[src/hw/rtl/pbfl_pkg.sv]
// Package with types, constants and controller encodings for the budget flow limiter.
`timescale 1ns / 1ps
`default_nettype none
package pbfl_pkg;

  localparam int QueueDepthDefault = 16;
  localparam int DATA_W = 32;
  localparam int FRAG_W = 16;
  localparam int CFG_IDX_W = 1;

  localparam logic [CFG_IDX_W-1:0] CFG_SIZE_TO_CLEAR = 1'd0;
  localparam logic [CFG_IDX_W-1:0] CFG_REFRESH_TICKS = 1'd1;

  localparam logic [DATA_W-1:0] SIZE_TO_CLEAR_RESET = 32'd65536;
  localparam logic [DATA_W-1:0] REFRESH_TICKS_RESET = 32'd1000;

  localparam logic OP_SAMPLE = 1'b0;
  localparam logic OP_TICK = 1'b1;

  typedef struct packed {
    logic              opcode;
    logic              is_fragmented;
    logic [DATA_W-1:0] payload_length;
    logic [FRAG_W-1:0] fragment_size;
    logic [FRAG_W-1:0] fragments_ready;
    logic              last_in_batch;
  } in_word_t;

  typedef struct packed {
    logic              admitted;
    logic [FRAG_W-1:0] fragments_admitted;
    logic              wake;
    logic              queue_overflow;
  } out_word_t;

  typedef enum logic [3:0] {
    ST_IDLE,
    ST_DISPATCH,
    ST_DIV,
    ST_FIT,
    ST_MUL,
    ST_APPLY,
    ST_BATCH,
    ST_ENQ_RD,
    ST_ENQ_WR,
    ST_TICK,
    ST_SCAN_RD,
    ST_SCAN_CHK,
    ST_POP_RD,
    ST_POP_CHK,
    ST_TICK_APPLY,
    ST_FINISH
  } state_t;

  typedef struct packed {
    logic load_in;
    logic eval_whole;
    logic div_start;
    logic fit_set;
    logic mul;
    logic apply_frag;
    logic batch_end;
    logic enq_rd;
    logic enq_wr;
    logic tick_inc;
    logic scan_rd;
    logic scan_chk;
    logic pop_rd;
    logic pop_chk;
    logic tick_apply;
    logic out_load;
  } cmd_t;

  typedef struct packed {
    logic opcode;
    logic frag;
    logic blocked;
    logic fsize_zero;
    logic last;
    logic div_done;
    logic spend_nz;
    logic count_nz;
    logic scan_more;
    logic head_zero;
    logic out_full;
  } status_t;

endpackage
`default_nettype wire

[src/hw/rtl/pbfl_div.sv]
// Radix-2 restoring divider, 32-bit dividend by 16-bit divisor, one bit per cycle.
`timescale 1ns / 1ps
`default_nettype none
module pbfl_div (
  input  logic                        clk,
  input  logic                        rst,
  input  logic                        start,
  input  logic [pbfl_pkg::DATA_W-1:0] dividend,
  input  logic [pbfl_pkg::FRAG_W-1:0] divisor,
  output logic                        done,
  output logic [pbfl_pkg::DATA_W-1:0] quotient
);

  localparam int STEP_W = $clog2(pbfl_pkg::DATA_W + 1);

  logic                        busy;
  logic [STEP_W-1:0]           steps;
  logic [pbfl_pkg::FRAG_W-1:0] rem;
  logic [pbfl_pkg::FRAG_W-1:0] dsr;
  logic [pbfl_pkg::FRAG_W:0]   rem_shift;
  logic                        fits;

  assign rem_shift = {rem, quotient[pbfl_pkg::DATA_W-1]};
  assign fits = rem_shift >= {1'b0, dsr};

  always_ff @(posedge clk) begin
    if (rst) begin
      busy <= 1'b0;
      done <= 1'b0;
      steps <= '0;
    end else begin
      done <= 1'b0;
      if (start) begin
        busy <= 1'b1;
        steps <= '0;
      end else if (busy) begin
        steps <= steps + 1'b1;
        if (steps == STEP_W'(pbfl_pkg::DATA_W - 1)) begin
          busy <= 1'b0;
          done <= 1'b1;
        end
      end
    end
  end

  always_ff @(posedge clk) begin
    if (start) begin
      rem <= '0;
      dsr <= divisor;
      quotient <= dividend;
    end else if (busy) begin
      if (fits) begin
        rem <= pbfl_pkg::FRAG_W'(rem_shift - {1'b0, dsr});
      end else begin
        rem <= rem_shift[pbfl_pkg::FRAG_W-1:0];
      end
      quotient <= {quotient[pbfl_pkg::DATA_W-2:0], fits};
    end
  end

endmodule
`default_nettype wire

[src/hw/rtl/pbfl_datapath.sv]
// Datapath: budget registers, restore queue memory, fit arithmetic and output register.
`timescale 1ns / 1ps
`default_nettype none
module pbfl_datapath #(
  parameter int QUEUE_DEPTH = pbfl_pkg::QueueDepthDefault
) (
  input  logic                           clk,
  input  logic                           rst,
  input  pbfl_pkg::cmd_t                 cmd,
  output pbfl_pkg::status_t              status,
  input  pbfl_pkg::in_word_t             in_word,
  input  logic                           cfg_we,
  input  logic [pbfl_pkg::CFG_IDX_W-1:0] cfg_index,
  input  logic [pbfl_pkg::DATA_W-1:0]    cfg_data,
  output logic                           out_valid,
  input  logic                           out_ready,
  output pbfl_pkg::out_word_t            out_word
);

  localparam int IDX_W = QUEUE_DEPTH > 1 ? $clog2(QUEUE_DEPTH) : 1;
  localparam int CNT_W = $clog2(QUEUE_DEPTH + 1);
  localparam int DW = pbfl_pkg::DATA_W;
  localparam int FW = pbfl_pkg::FRAG_W;

  pbfl_pkg::in_word_t  cur;
  pbfl_pkg::out_word_t res;

  logic [DW-1:0] size_to_clear;
  logic [DW-1:0] refresh_ticks;
  logic [DW-1:0] spent_bytes;
  logic [DW-1:0] spent_at_batch_start;
  logic          batch_blocked;
  logic [DW-1:0] current_tick;
  logic [IDX_W-1:0] queue_head;
  logic [CNT_W-1:0] queue_count;
  logic [CNT_W-1:0] scan_idx;
  logic [DW:0]      total;
  logic             fired;
  logic [DW-1:0]    spend;
  logic [FW-1:0]    fit;
  logic [DW-1:0]    prod;

  logic [DW-1:0] amt_mem [QUEUE_DEPTH];
  logic [DW-1:0] dl_mem [QUEUE_DEPTH];
  logic [DW-1:0] rd_amt;
  logic [DW-1:0] rd_dl;

  logic [DW-1:0]    left;
  logic [DW:0]      whole_sum;
  logic [DW-1:0]    spend_now;
  logic [DW-1:0]    deadline;
  logic             enq_merge;
  logic             enq_full;
  logic [CNT_W-1:0] off;
  logic [CNT_W:0]   slot_sum;
  logic [IDX_W-1:0] addr;
  logic [DW:0]      merged_sum;
  logic [DW-1:0]    merged;
  logic [DW+1:0]    total_sum;
  logic             due;
  logic             div_done;
  logic [DW-1:0]    quotient;

  pbfl_div u_div (
    .clk      (clk),
    .rst      (rst),
    .start    (cmd.div_start),
    .dividend (left),
    .divisor  (cur.fragment_size),
    .done     (div_done),
    .quotient (quotient)
  );

  assign left = size_to_clear > spent_bytes ? size_to_clear - spent_bytes : '0;
  assign whole_sum = {1'b0, spent_bytes} + {1'b0, cur.payload_length};
  assign spend_now = spent_bytes > spent_at_batch_start ?
                     spent_bytes - spent_at_batch_start : '0;
  assign deadline = current_tick + (refresh_ticks == '0 ? DW'(1) : refresh_ticks);
  assign enq_merge = (queue_count != '0) && (rd_amt != '0) && (rd_dl == deadline);
  assign enq_full = queue_count >= CNT_W'(QUEUE_DEPTH);
  assign merged_sum = {1'b0, rd_amt} + {1'b0, spend};
  assign merged = merged_sum[DW] ? '1 : merged_sum[DW-1:0];
  assign total_sum = {1'b0, total} + {2'b00, rd_amt};
  assign due = (rd_amt != '0) && (rd_dl == current_tick);

  always_comb begin
    off = '0;
    if (cmd.enq_rd) begin
      off = queue_count - 1'b1;
    end else if (cmd.enq_wr) begin
      off = (enq_merge || enq_full) ? queue_count - 1'b1 : queue_count;
    end else if (cmd.scan_rd || cmd.scan_chk) begin
      off = scan_idx;
    end
    slot_sum = {1'b0, off} + (CNT_W + 1)'(queue_head);
    if (slot_sum >= (CNT_W + 1)'(QUEUE_DEPTH)) begin
      slot_sum = slot_sum - (CNT_W + 1)'(QUEUE_DEPTH);
    end
    addr = slot_sum[IDX_W-1:0];
  end

  always_ff @(posedge clk) begin
    if (cmd.enq_wr) begin
      amt_mem[addr] <= enq_merge || enq_full ? merged : spend;
      if (!enq_merge) begin
        dl_mem[addr] <= deadline;
      end
    end else if (cmd.scan_chk && due) begin
      amt_mem[addr] <= '0;
    end
    if (cmd.enq_rd || cmd.scan_rd || cmd.pop_rd) begin
      rd_amt <= amt_mem[addr];
      rd_dl <= dl_mem[addr];
    end
  end

  always_ff @(posedge clk) begin
    if (rst) begin
      size_to_clear <= pbfl_pkg::SIZE_TO_CLEAR_RESET;
      refresh_ticks <= pbfl_pkg::REFRESH_TICKS_RESET;
      spent_bytes <= '0;
      spent_at_batch_start <= '0;
      batch_blocked <= 1'b0;
      current_tick <= '0;
      queue_head <= '0;
      queue_count <= '0;
      out_valid <= 1'b0;
    end else begin
      if (cfg_we) begin
        case (cfg_index)
          pbfl_pkg::CFG_SIZE_TO_CLEAR: size_to_clear <= cfg_data;
          pbfl_pkg::CFG_REFRESH_TICKS: refresh_ticks <= cfg_data;
          default: ;
        endcase
      end
      if (cmd.eval_whole) begin
        if (whole_sum <= {1'b0, size_to_clear}) begin
          spent_bytes <= whole_sum[DW-1:0];
        end else begin
          batch_blocked <= 1'b1;
        end
      end
      if (cmd.apply_frag) begin
        if (fit != '0) begin
          spent_bytes <= spent_bytes + prod;
        end else begin
          batch_blocked <= 1'b1;
        end
      end
      if (cmd.batch_end) begin
        batch_blocked <= 1'b0;
        spent_at_batch_start <= spent_bytes;
      end
      if (cmd.enq_wr && !enq_merge && !enq_full) begin
        queue_count <= queue_count + 1'b1;
      end
      if (cmd.tick_inc) begin
        current_tick <= current_tick + 1'b1;
      end
      if (cmd.pop_chk && rd_amt == '0) begin
        queue_head <= queue_head == IDX_W'(QUEUE_DEPTH - 1) ? '0 : queue_head + 1'b1;
        queue_count <= queue_count - 1'b1;
      end
      if (cmd.tick_apply && fired) begin
        spent_bytes <= total >= {1'b0, spent_bytes} ? '0 : spent_bytes - total[DW-1:0];
        spent_at_batch_start <= total >= {1'b0, spent_at_batch_start} ?
                                '0 : spent_at_batch_start - total[DW-1:0];
      end
      if (cmd.out_load) begin
        out_valid <= 1'b1;
      end else if (out_ready) begin
        out_valid <= 1'b0;
      end
    end
  end

  always_ff @(posedge clk) begin
    if (cmd.load_in) begin
      cur <= in_word;
      res <= '0;
    end
    if (cmd.eval_whole && whole_sum <= {1'b0, size_to_clear}) begin
      res.admitted <= 1'b1;
    end
    if (cmd.fit_set) begin
      if (cur.fragment_size == '0 || quotient > DW'(cur.fragments_ready)) begin
        fit <= cur.fragments_ready;
      end else begin
        fit <= quotient[FW-1:0];
      end
    end
    if (cmd.mul) begin
      prod <= fit * cur.fragment_size;
    end
    if (cmd.apply_frag && fit != '0) begin
      res.admitted <= 1'b1;
      res.fragments_admitted <= fit;
    end
    if (cmd.batch_end) begin
      spend <= spend_now;
    end
    if (cmd.enq_wr && !enq_merge && enq_full) begin
      res.queue_overflow <= 1'b1;
    end
    if (cmd.tick_inc) begin
      scan_idx <= '0;
      total <= '0;
      fired <= 1'b0;
    end
    if (cmd.scan_chk) begin
      scan_idx <= scan_idx + 1'b1;
      if (due) begin
        fired <= 1'b1;
        total <= total_sum > {1'b0, 1'b1, DW'(0)} ? {1'b1, DW'(0)} : total_sum[DW:0];
      end
    end
    if (cmd.tick_apply) begin
      res.wake <= fired;
    end
    if (cmd.out_load) begin
      out_word <= res;
    end
  end

  assign status.opcode = cur.opcode;
  assign status.frag = cur.is_fragmented;
  assign status.blocked = batch_blocked;
  assign status.fsize_zero = cur.fragment_size == '0;
  assign status.last = cur.last_in_batch;
  assign status.div_done = div_done;
  assign status.spend_nz = spend_now != '0;
  assign status.count_nz = queue_count != '0;
  assign status.scan_more = scan_idx < queue_count;
  assign status.head_zero = rd_amt == '0;
  assign status.out_full = out_valid && !out_ready;

endmodule
`default_nettype wire

[src/hw/rtl/pbfl_ctrl.sv]
// Controller state machine that sequences sample, batch end and tick handling.
`timescale 1ns / 1ps
`default_nettype none
module pbfl_ctrl (
  input  logic              clk,
  input  logic              rst,
  input  logic              in_valid,
  output logic              in_ready,
  input  pbfl_pkg::status_t status,
  output pbfl_pkg::cmd_t    cmd
);

  pbfl_pkg::state_t state;
  pbfl_pkg::state_t state_next;

  always_ff @(posedge clk) begin
    if (rst) begin
      state <= pbfl_pkg::ST_IDLE;
    end else begin
      state <= state_next;
    end
  end

  always_comb begin
    state_next = state;
    case (state)
      pbfl_pkg::ST_IDLE: begin
        if (in_valid) state_next = pbfl_pkg::ST_DISPATCH;
      end
      pbfl_pkg::ST_DISPATCH: begin
        if (status.opcode == pbfl_pkg::OP_TICK) state_next = pbfl_pkg::ST_TICK;
        else if (status.blocked || !status.frag) state_next = pbfl_pkg::ST_BATCH;
        else if (status.fsize_zero) state_next = pbfl_pkg::ST_MUL;
        else state_next = pbfl_pkg::ST_DIV;
      end
      pbfl_pkg::ST_DIV: begin
        if (status.div_done) state_next = pbfl_pkg::ST_FIT;
      end
      pbfl_pkg::ST_FIT: state_next = pbfl_pkg::ST_MUL;
      pbfl_pkg::ST_MUL: state_next = pbfl_pkg::ST_APPLY;
      pbfl_pkg::ST_APPLY: state_next = pbfl_pkg::ST_BATCH;
      pbfl_pkg::ST_BATCH: begin
        if (status.last && status.spend_nz) begin
          state_next = status.count_nz ? pbfl_pkg::ST_ENQ_RD : pbfl_pkg::ST_ENQ_WR;
        end else begin
          state_next = pbfl_pkg::ST_FINISH;
        end
      end
      pbfl_pkg::ST_ENQ_RD: state_next = pbfl_pkg::ST_ENQ_WR;
      pbfl_pkg::ST_ENQ_WR: state_next = pbfl_pkg::ST_FINISH;
      pbfl_pkg::ST_TICK: state_next = pbfl_pkg::ST_SCAN_RD;
      pbfl_pkg::ST_SCAN_RD: begin
        state_next = status.scan_more ? pbfl_pkg::ST_SCAN_CHK : pbfl_pkg::ST_POP_RD;
      end
      pbfl_pkg::ST_SCAN_CHK: state_next = pbfl_pkg::ST_SCAN_RD;
      pbfl_pkg::ST_POP_RD: begin
        state_next = status.count_nz ? pbfl_pkg::ST_POP_CHK : pbfl_pkg::ST_TICK_APPLY;
      end
      pbfl_pkg::ST_POP_CHK: begin
        state_next = status.head_zero ? pbfl_pkg::ST_POP_RD : pbfl_pkg::ST_TICK_APPLY;
      end
      pbfl_pkg::ST_TICK_APPLY: state_next = pbfl_pkg::ST_FINISH;
      pbfl_pkg::ST_FINISH: begin
        if (!status.out_full) state_next = pbfl_pkg::ST_IDLE;
      end
      default: state_next = pbfl_pkg::ST_IDLE;
    endcase
  end

  always_comb begin
    cmd = '0;
    in_ready = 1'b0;
    case (state)
      pbfl_pkg::ST_IDLE: begin
        in_ready = 1'b1;
        cmd.load_in = in_valid;
      end
      pbfl_pkg::ST_DISPATCH: begin
        if (status.opcode == pbfl_pkg::OP_SAMPLE && !status.blocked) begin
          cmd.eval_whole = !status.frag;
          cmd.fit_set = status.frag && status.fsize_zero;
          cmd.div_start = status.frag && !status.fsize_zero;
        end
      end
      pbfl_pkg::ST_FIT: cmd.fit_set = 1'b1;
      pbfl_pkg::ST_MUL: cmd.mul = 1'b1;
      pbfl_pkg::ST_APPLY: cmd.apply_frag = 1'b1;
      pbfl_pkg::ST_BATCH: cmd.batch_end = status.last;
      pbfl_pkg::ST_ENQ_RD: cmd.enq_rd = 1'b1;
      pbfl_pkg::ST_ENQ_WR: cmd.enq_wr = 1'b1;
      pbfl_pkg::ST_TICK: cmd.tick_inc = 1'b1;
      pbfl_pkg::ST_SCAN_RD: cmd.scan_rd = status.scan_more;
      pbfl_pkg::ST_SCAN_CHK: cmd.scan_chk = 1'b1;
      pbfl_pkg::ST_POP_RD: cmd.pop_rd = status.count_nz;
      pbfl_pkg::ST_POP_CHK: cmd.pop_chk = 1'b1;
      pbfl_pkg::ST_TICK_APPLY: cmd.tick_apply = 1'b1;
      pbfl_pkg::ST_FINISH: cmd.out_load = !status.out_full;
      default: ;
    endcase
  end

endmodule
`default_nettype wire

[src/hw/rtl/payload_budget_flow_limiter_core.sv]
// Top level of the byte budget flow limiter: controller plus datapath.
`timescale 1ns / 1ps
`default_nettype none
//  Port group | Direction | Handshake           | Word
//  in_*       | input     | in_valid / in_ready | in_word_t: one sample or one tick
//  out_*      | output    | out_valid/out_ready | out_word_t: one result per input word
//  cfg_*      | input     | cfg_we              | cfg_index selects the register
//
//  A fragmented sample with a nonzero fragment size runs the 32-step shift-subtract
//  divider; a batch end that queues a restore reads the tail entry before writing it,
//  and skips the read when the queue is empty. A tick visits each queued entry and then
//  each entry dropped from the head, over one memory port.
//  Reset is synchronous and clears the queue pointers; the memory needs no clear.
//  A held output word does not stop intake; only the next result waits for it.
module payload_budget_flow_limiter_core #(
  parameter int QUEUE_DEPTH = pbfl_pkg::QueueDepthDefault
) (
  input  logic                           clk,
  input  logic                           rst,
  input  logic                           in_valid,
  output logic                           in_ready,
  input  pbfl_pkg::in_word_t             in_word,
  output logic                           out_valid,
  input  logic                           out_ready,
  output pbfl_pkg::out_word_t            out_word,
  input  logic                           cfg_we,
  input  logic [pbfl_pkg::CFG_IDX_W-1:0] cfg_index,
  input  logic [pbfl_pkg::DATA_W-1:0]    cfg_data
);

  pbfl_pkg::cmd_t    cmd;
  pbfl_pkg::status_t status;

  pbfl_ctrl u_ctrl (
    .clk      (clk),
    .rst      (rst),
    .in_valid (in_valid),
    .in_ready (in_ready),
    .status   (status),
    .cmd      (cmd)
  );

  pbfl_datapath #(
    .QUEUE_DEPTH (QUEUE_DEPTH)
  ) u_datapath (
    .clk       (clk),
    .rst       (rst),
    .cmd       (cmd),
    .status    (status),
    .in_word   (in_word),
    .cfg_we    (cfg_we),
    .cfg_index (cfg_index),
    .cfg_data  (cfg_data),
    .out_valid (out_valid),
    .out_ready (out_ready),
    .out_word  (out_word)
  );

endmodule
`default_nettype wire
[config.mk]
export PLATFORM = sky130hd
export DESIGN_NAME = payload_budget_flow_limiter_core
export DESIGN_NICKNAME = d
export VERILOG_FILES = /design/src/hw/rtl/pbfl_pkg.sv /design/src/hw/rtl/pbfl_div.sv /design/src/hw/rtl/pbfl_datapath.sv /design/src/hw/rtl/pbfl_ctrl.sv /design/src/hw/rtl/payload_budget_flow_limiter_core.sv
export SDC_FILE = /design/constraint.sdc
export NUM_CORES = 2
export LEC_CHECK = 0
export BUFFER_PORTS_ARGS = -buffer_cell sky130_fd_sc_hd__buf_2
export CORE_MARGIN = 2
export CORE_UTILIZATION = 60
export CTS_CLUSTER_SIZE = 24
export DETAILED_ROUTE_END_ITERATION = 10
export PLACE_DENSITY = 0.76
export SLEW_MARGIN = 20
export SYNTH_ARGS = -nofsm -noshare
export SYNTH_HDL_FRONTEND = slang
export SYNTH_HIERARCHICAL = 1
export SYNTH_SLANG_ARGS = --single-unit
[constraint.sdc]
create_clock -name clk -period 14 [get_ports clk]
set_input_delay 1.4 -clock clk [delete_from_list [all_inputs] [get_ports clk]]
set_output_delay 1.4 -clock clk [all_outputs]
set_load 0.01 [all_outputs]
==> impl_metrics.tcl <==
set metrics [dict create \
    result_of_the_run "complete, no violations" \
    crit_path_start_kind "register" \
    syn-instance-count 7004 \
    worst_hold_startpoint "u_datapath/res[15]" \
    ys_types 103 \
    routability_congestion_estimate 1.032 \
    design_area_um2 95350 \
    clock_sink_count 1559 \
    global_route_wire_length_before_repair_um 355800 \
    combinational_family_with_the_most_area_after_synthesis "adder cells" \
    ant_nets 0 \
    grt.overflow.total 0 \
    clk_root_buffer_cell "clkbuf_16" \
    worst_hold_path.endpoint "u_datapath/out_word[15]" \
    detailed_place_hpwl_um 156300 \
    grt.total_usage 0.3194 \
    headroom_to_the_max_slew_limit 0.2249 \
    synth.mux.area_fraction 0.09914 \
    syn-mean-instance-area_um2 12.43 \
    worst_flop_to_flop_path_endpoint "u_datapath/rd_dl[21]" \
    p_leak_nw 36.68 \
    routed.top_layer "met5" \
    report.final.setup_viol 0 \
    synth_compound_gate_area_share 0.09250 \
    route.vias.total 58387 \
    crit_path_max_incr_delay_ns 0.95 \
    path_common_cell "buf_4" \
    hp-class "register to register" \
    wl_met2_um 113100 \
    reg2reg_setup_slack_ns 4.62 \
    synthArstFlopShare 0 \
    worstPathMaxFanout 70 \
    synth_enable_flop_cells 1324 \
    detailedRoute.firstPassIterationCount 6 \
    maxClockFrequency_ghz 0.1066 \
    cts_tree "yes" \
    synth_sequential_area_ratio 0.5105 \
    grt_antenna_before_repair 10 \
    max-clock-path-buffers 3 \
    critPathKind "register to register" \
    drv_slew 0 \
    synth_adder_area_share 0.1233 \
    period_minus_slack_ns 9.380 \
    fp.dieArea_um2 148200 \
    synth.ff_latch_count 1559 \
    drt_first_iter_violations 6419 \
    synth_xor_xnor_area_share 0.03854 \
    place.detailed.instances 8805 \
    clock_latency_ns 0.83 \
    pwr_per_cell_area_nw_per_um2 218.5 \
    netlist_area_um2 87090 \
    drcViolationCount 0 \
    fp.dieW_um 385.0 \
    synthFlopType "edfxtp_1" \
    timing.reg2reg.worst_path_depth 27 \
    hold_path_depth 0 \
    design.portCount 126 \
    mapped_nets 7844 \
    worst_slew_pin_slew_ns 1.163 \
    vias_per_cell 6.414 \
    timing.clock.skew_ns 0.04427 \
    core_footprint_um2 143800 \
    route.final.wire_length_um 236400 \
    grt_start_max_net_pins 112 \
    post-route-period-util 0.6700 \
    instances_no_fill 9103 \
    first_global_vias 58175 \
    timing.critical_path.to_type "register" \
    fp-row-count 139 \
    synth-warning-count 6 \
    cts-hold-fix-buffers 0 \
    initial_core_util 0.6055 \
    routed-wl-met3_um 19100 \
    areaGrowthSynthToFinish_pct 9.476 \
    cts.clk_slew.worst_paths_ns 0.06 \
    vdd_ir_drop_max_uv 307.7 \
    critPathRequiredTime_ns 14.54 \
    post_dp_cell_area_um2 89780 \
    grt_setup_unrepaired "false" \
    r2r-start "u_datapath/refresh_ticks[7]" \
    fin_total_pwr_w 0.02084 \
    maxCapViolCount 0 \
    post_cts_resized 0 \
    num-nets-final 7904 \
    cts_buf_count 159 \
    die-height_um 385.0 \
    met1_length_um 90640 \
    final_total_negative_setup_slack_ns 0 \
    layout-drive-gt1-share 0.1297 \
    finalHoldViolCount 0 \
    portBuffers 125 \
    post-cts-setup-buffers 0 \
    timing.critical_path.arrival_ns 9.92 \
    cts_h_tree_lvls 4 \
    route.detailed.wl_per_inst_um 25.97 \
    slowest_stage "buf_4" \
    synthSimpleGateAreaFrac 0.1004 \
]
-- per-stage QoR --
| step | worst slack, ns | hold slack, ns | util |
|---|---|---|---|
| 2_1_floorplan | 4.239 | 0.4003 | - |
| 3_3_place_gp | 4.677 | 0.4017 | 0.6241 |
| 5_1_grt | 4.120 | 0.4112 | 0.6628 |
| 3_5_place_dp | 4.537 | 0.4045 | 0.6242 |
| 6_report | 4.620 | 0.4172 | 0.6629 |
| 4_1_cts | 4.366 | 0.4052 | 0.6621 |
-- registers in the layout, indices dropped and copies added, names as in the netlist, 33 cells and up --
signal / cells
u_datapath/dl_mem: 512
u_datapath/amt_mem: 512
u_datapath/total: 33
u_datapath/cur: 64
-- worst max-delay path: cells and delay by family, from the launching register on --
family	cells	cell delay [ns]
compound gates	10	2.00
xor+xnor	2	0.78
fa+ha+maj	4	1.36
buf+inv	4	2.22
flops	1	0.32
mux	3	0.87
simple gates	4	1.37
-- cell usage after synthesis (94+ instances only) --
cell         n  share of area
a21o_1     126          0.011
a21oi_1    336          0.019
and2_1     130         0.0093
clkbuf_1   244          0.011
dfxtp_1    235          0.054
edfxtp_1  1324           0.46
fa_1       205          0.047
ha_1       530          0.076
inv_1      477          0.021
mux2i_1    227          0.026
mux4_2     256          0.066
nand2_1    598          0.026
nand3_1     94         0.0054
nor2_1     380          0.016
nor3_1     105         0.0060
o21ai_0    239          0.014
xnor2_1    209          0.021
xor2_1     162          0.016
-- layout by cell type, fill, tap and decap left out, types with 56 or more instances in the layout --
cell	n
a21o_1	126
clkbuf_16	160
nand3_1	94
edfxtp_1	1324
nor4_1	56
mux2i_1	227
nand2b_1	83
buf_4	83
nand2_1	597
nor2_1	365
buf_2	124
o21ai_0	239
dfxtp_1	235
nor2b_1	82
ha_1	529
mux4_2	256
fa_1	204
a21oi_1	336
xnor2_1	201
nand4_1	64
and3_1	56
inv_1	477
xor2_1	156
and2_1	125
nor3_1	102
o21a_1	61
-- cell type report --
class                           count  area, µm²
Antenna cell                        8      20.02
Clock buffer                      196       4239
Clock inverter                     93       1204
Fill cell                       10010      48480
Inverter                          478       1794
Multi-Input combinational cell   4653      39910
Sequential cell                  1559      44460
Tap cell                         1903       2381
Timing Repair Buffer              213       1338
-- layer usage --
layer | vias up | global-route usage
li1 | 25957 | -
met5 | - | 0
met4 | 4 | 0.1674
met1 | 29067 | 0.4126
met2 | 2804 | 0.5218
met3 | 555 | 0.05247
-- cells by family after synthesis --
group,Yosys count
mux,536
buf+inv,792
compound gates,1205
flops,1559
simple gates,1801
xor+xnor,376
fa+ha+maj,735
-- power breakdown --
part / switching (W) / total [W] / internal, W
clock network: 0.00190 / 0.00441 / 0.00250
registers: 0.000305 / 0.00613 / 0.00582
logic: 0.00594 / 0.0103 / 0.00436
total: 0.00815 / 0.0208 / 0.0127
-- worst max path at each step --
stage | start | endpoint | slack (ns) | cells past startpoint
floorplan | u_datapath/refresh_ticks[31] | u_datapath/amt_mem[5][0] | 4.24 | 26
global placement | u_datapath/refresh_ticks[23] | u_datapath/dl_mem[12][3] | 4.68 | 25
detailed placement | u_datapath/refresh_ticks[23] | u_datapath/dl_mem[12][7] | 4.54 | 25
CTS | u_datapath/refresh_ticks[7] | u_datapath/rd_dl[21] | 4.37 | 27
global route | u_datapath/refresh_ticks[7] | u_datapath/rd_dl[21] | 4.12 | 27
finish | u_datapath/refresh_ticks[7] | u_datapath/rd_dl[21] | 4.62 | 27
Power figures use the tool's default switching activity.
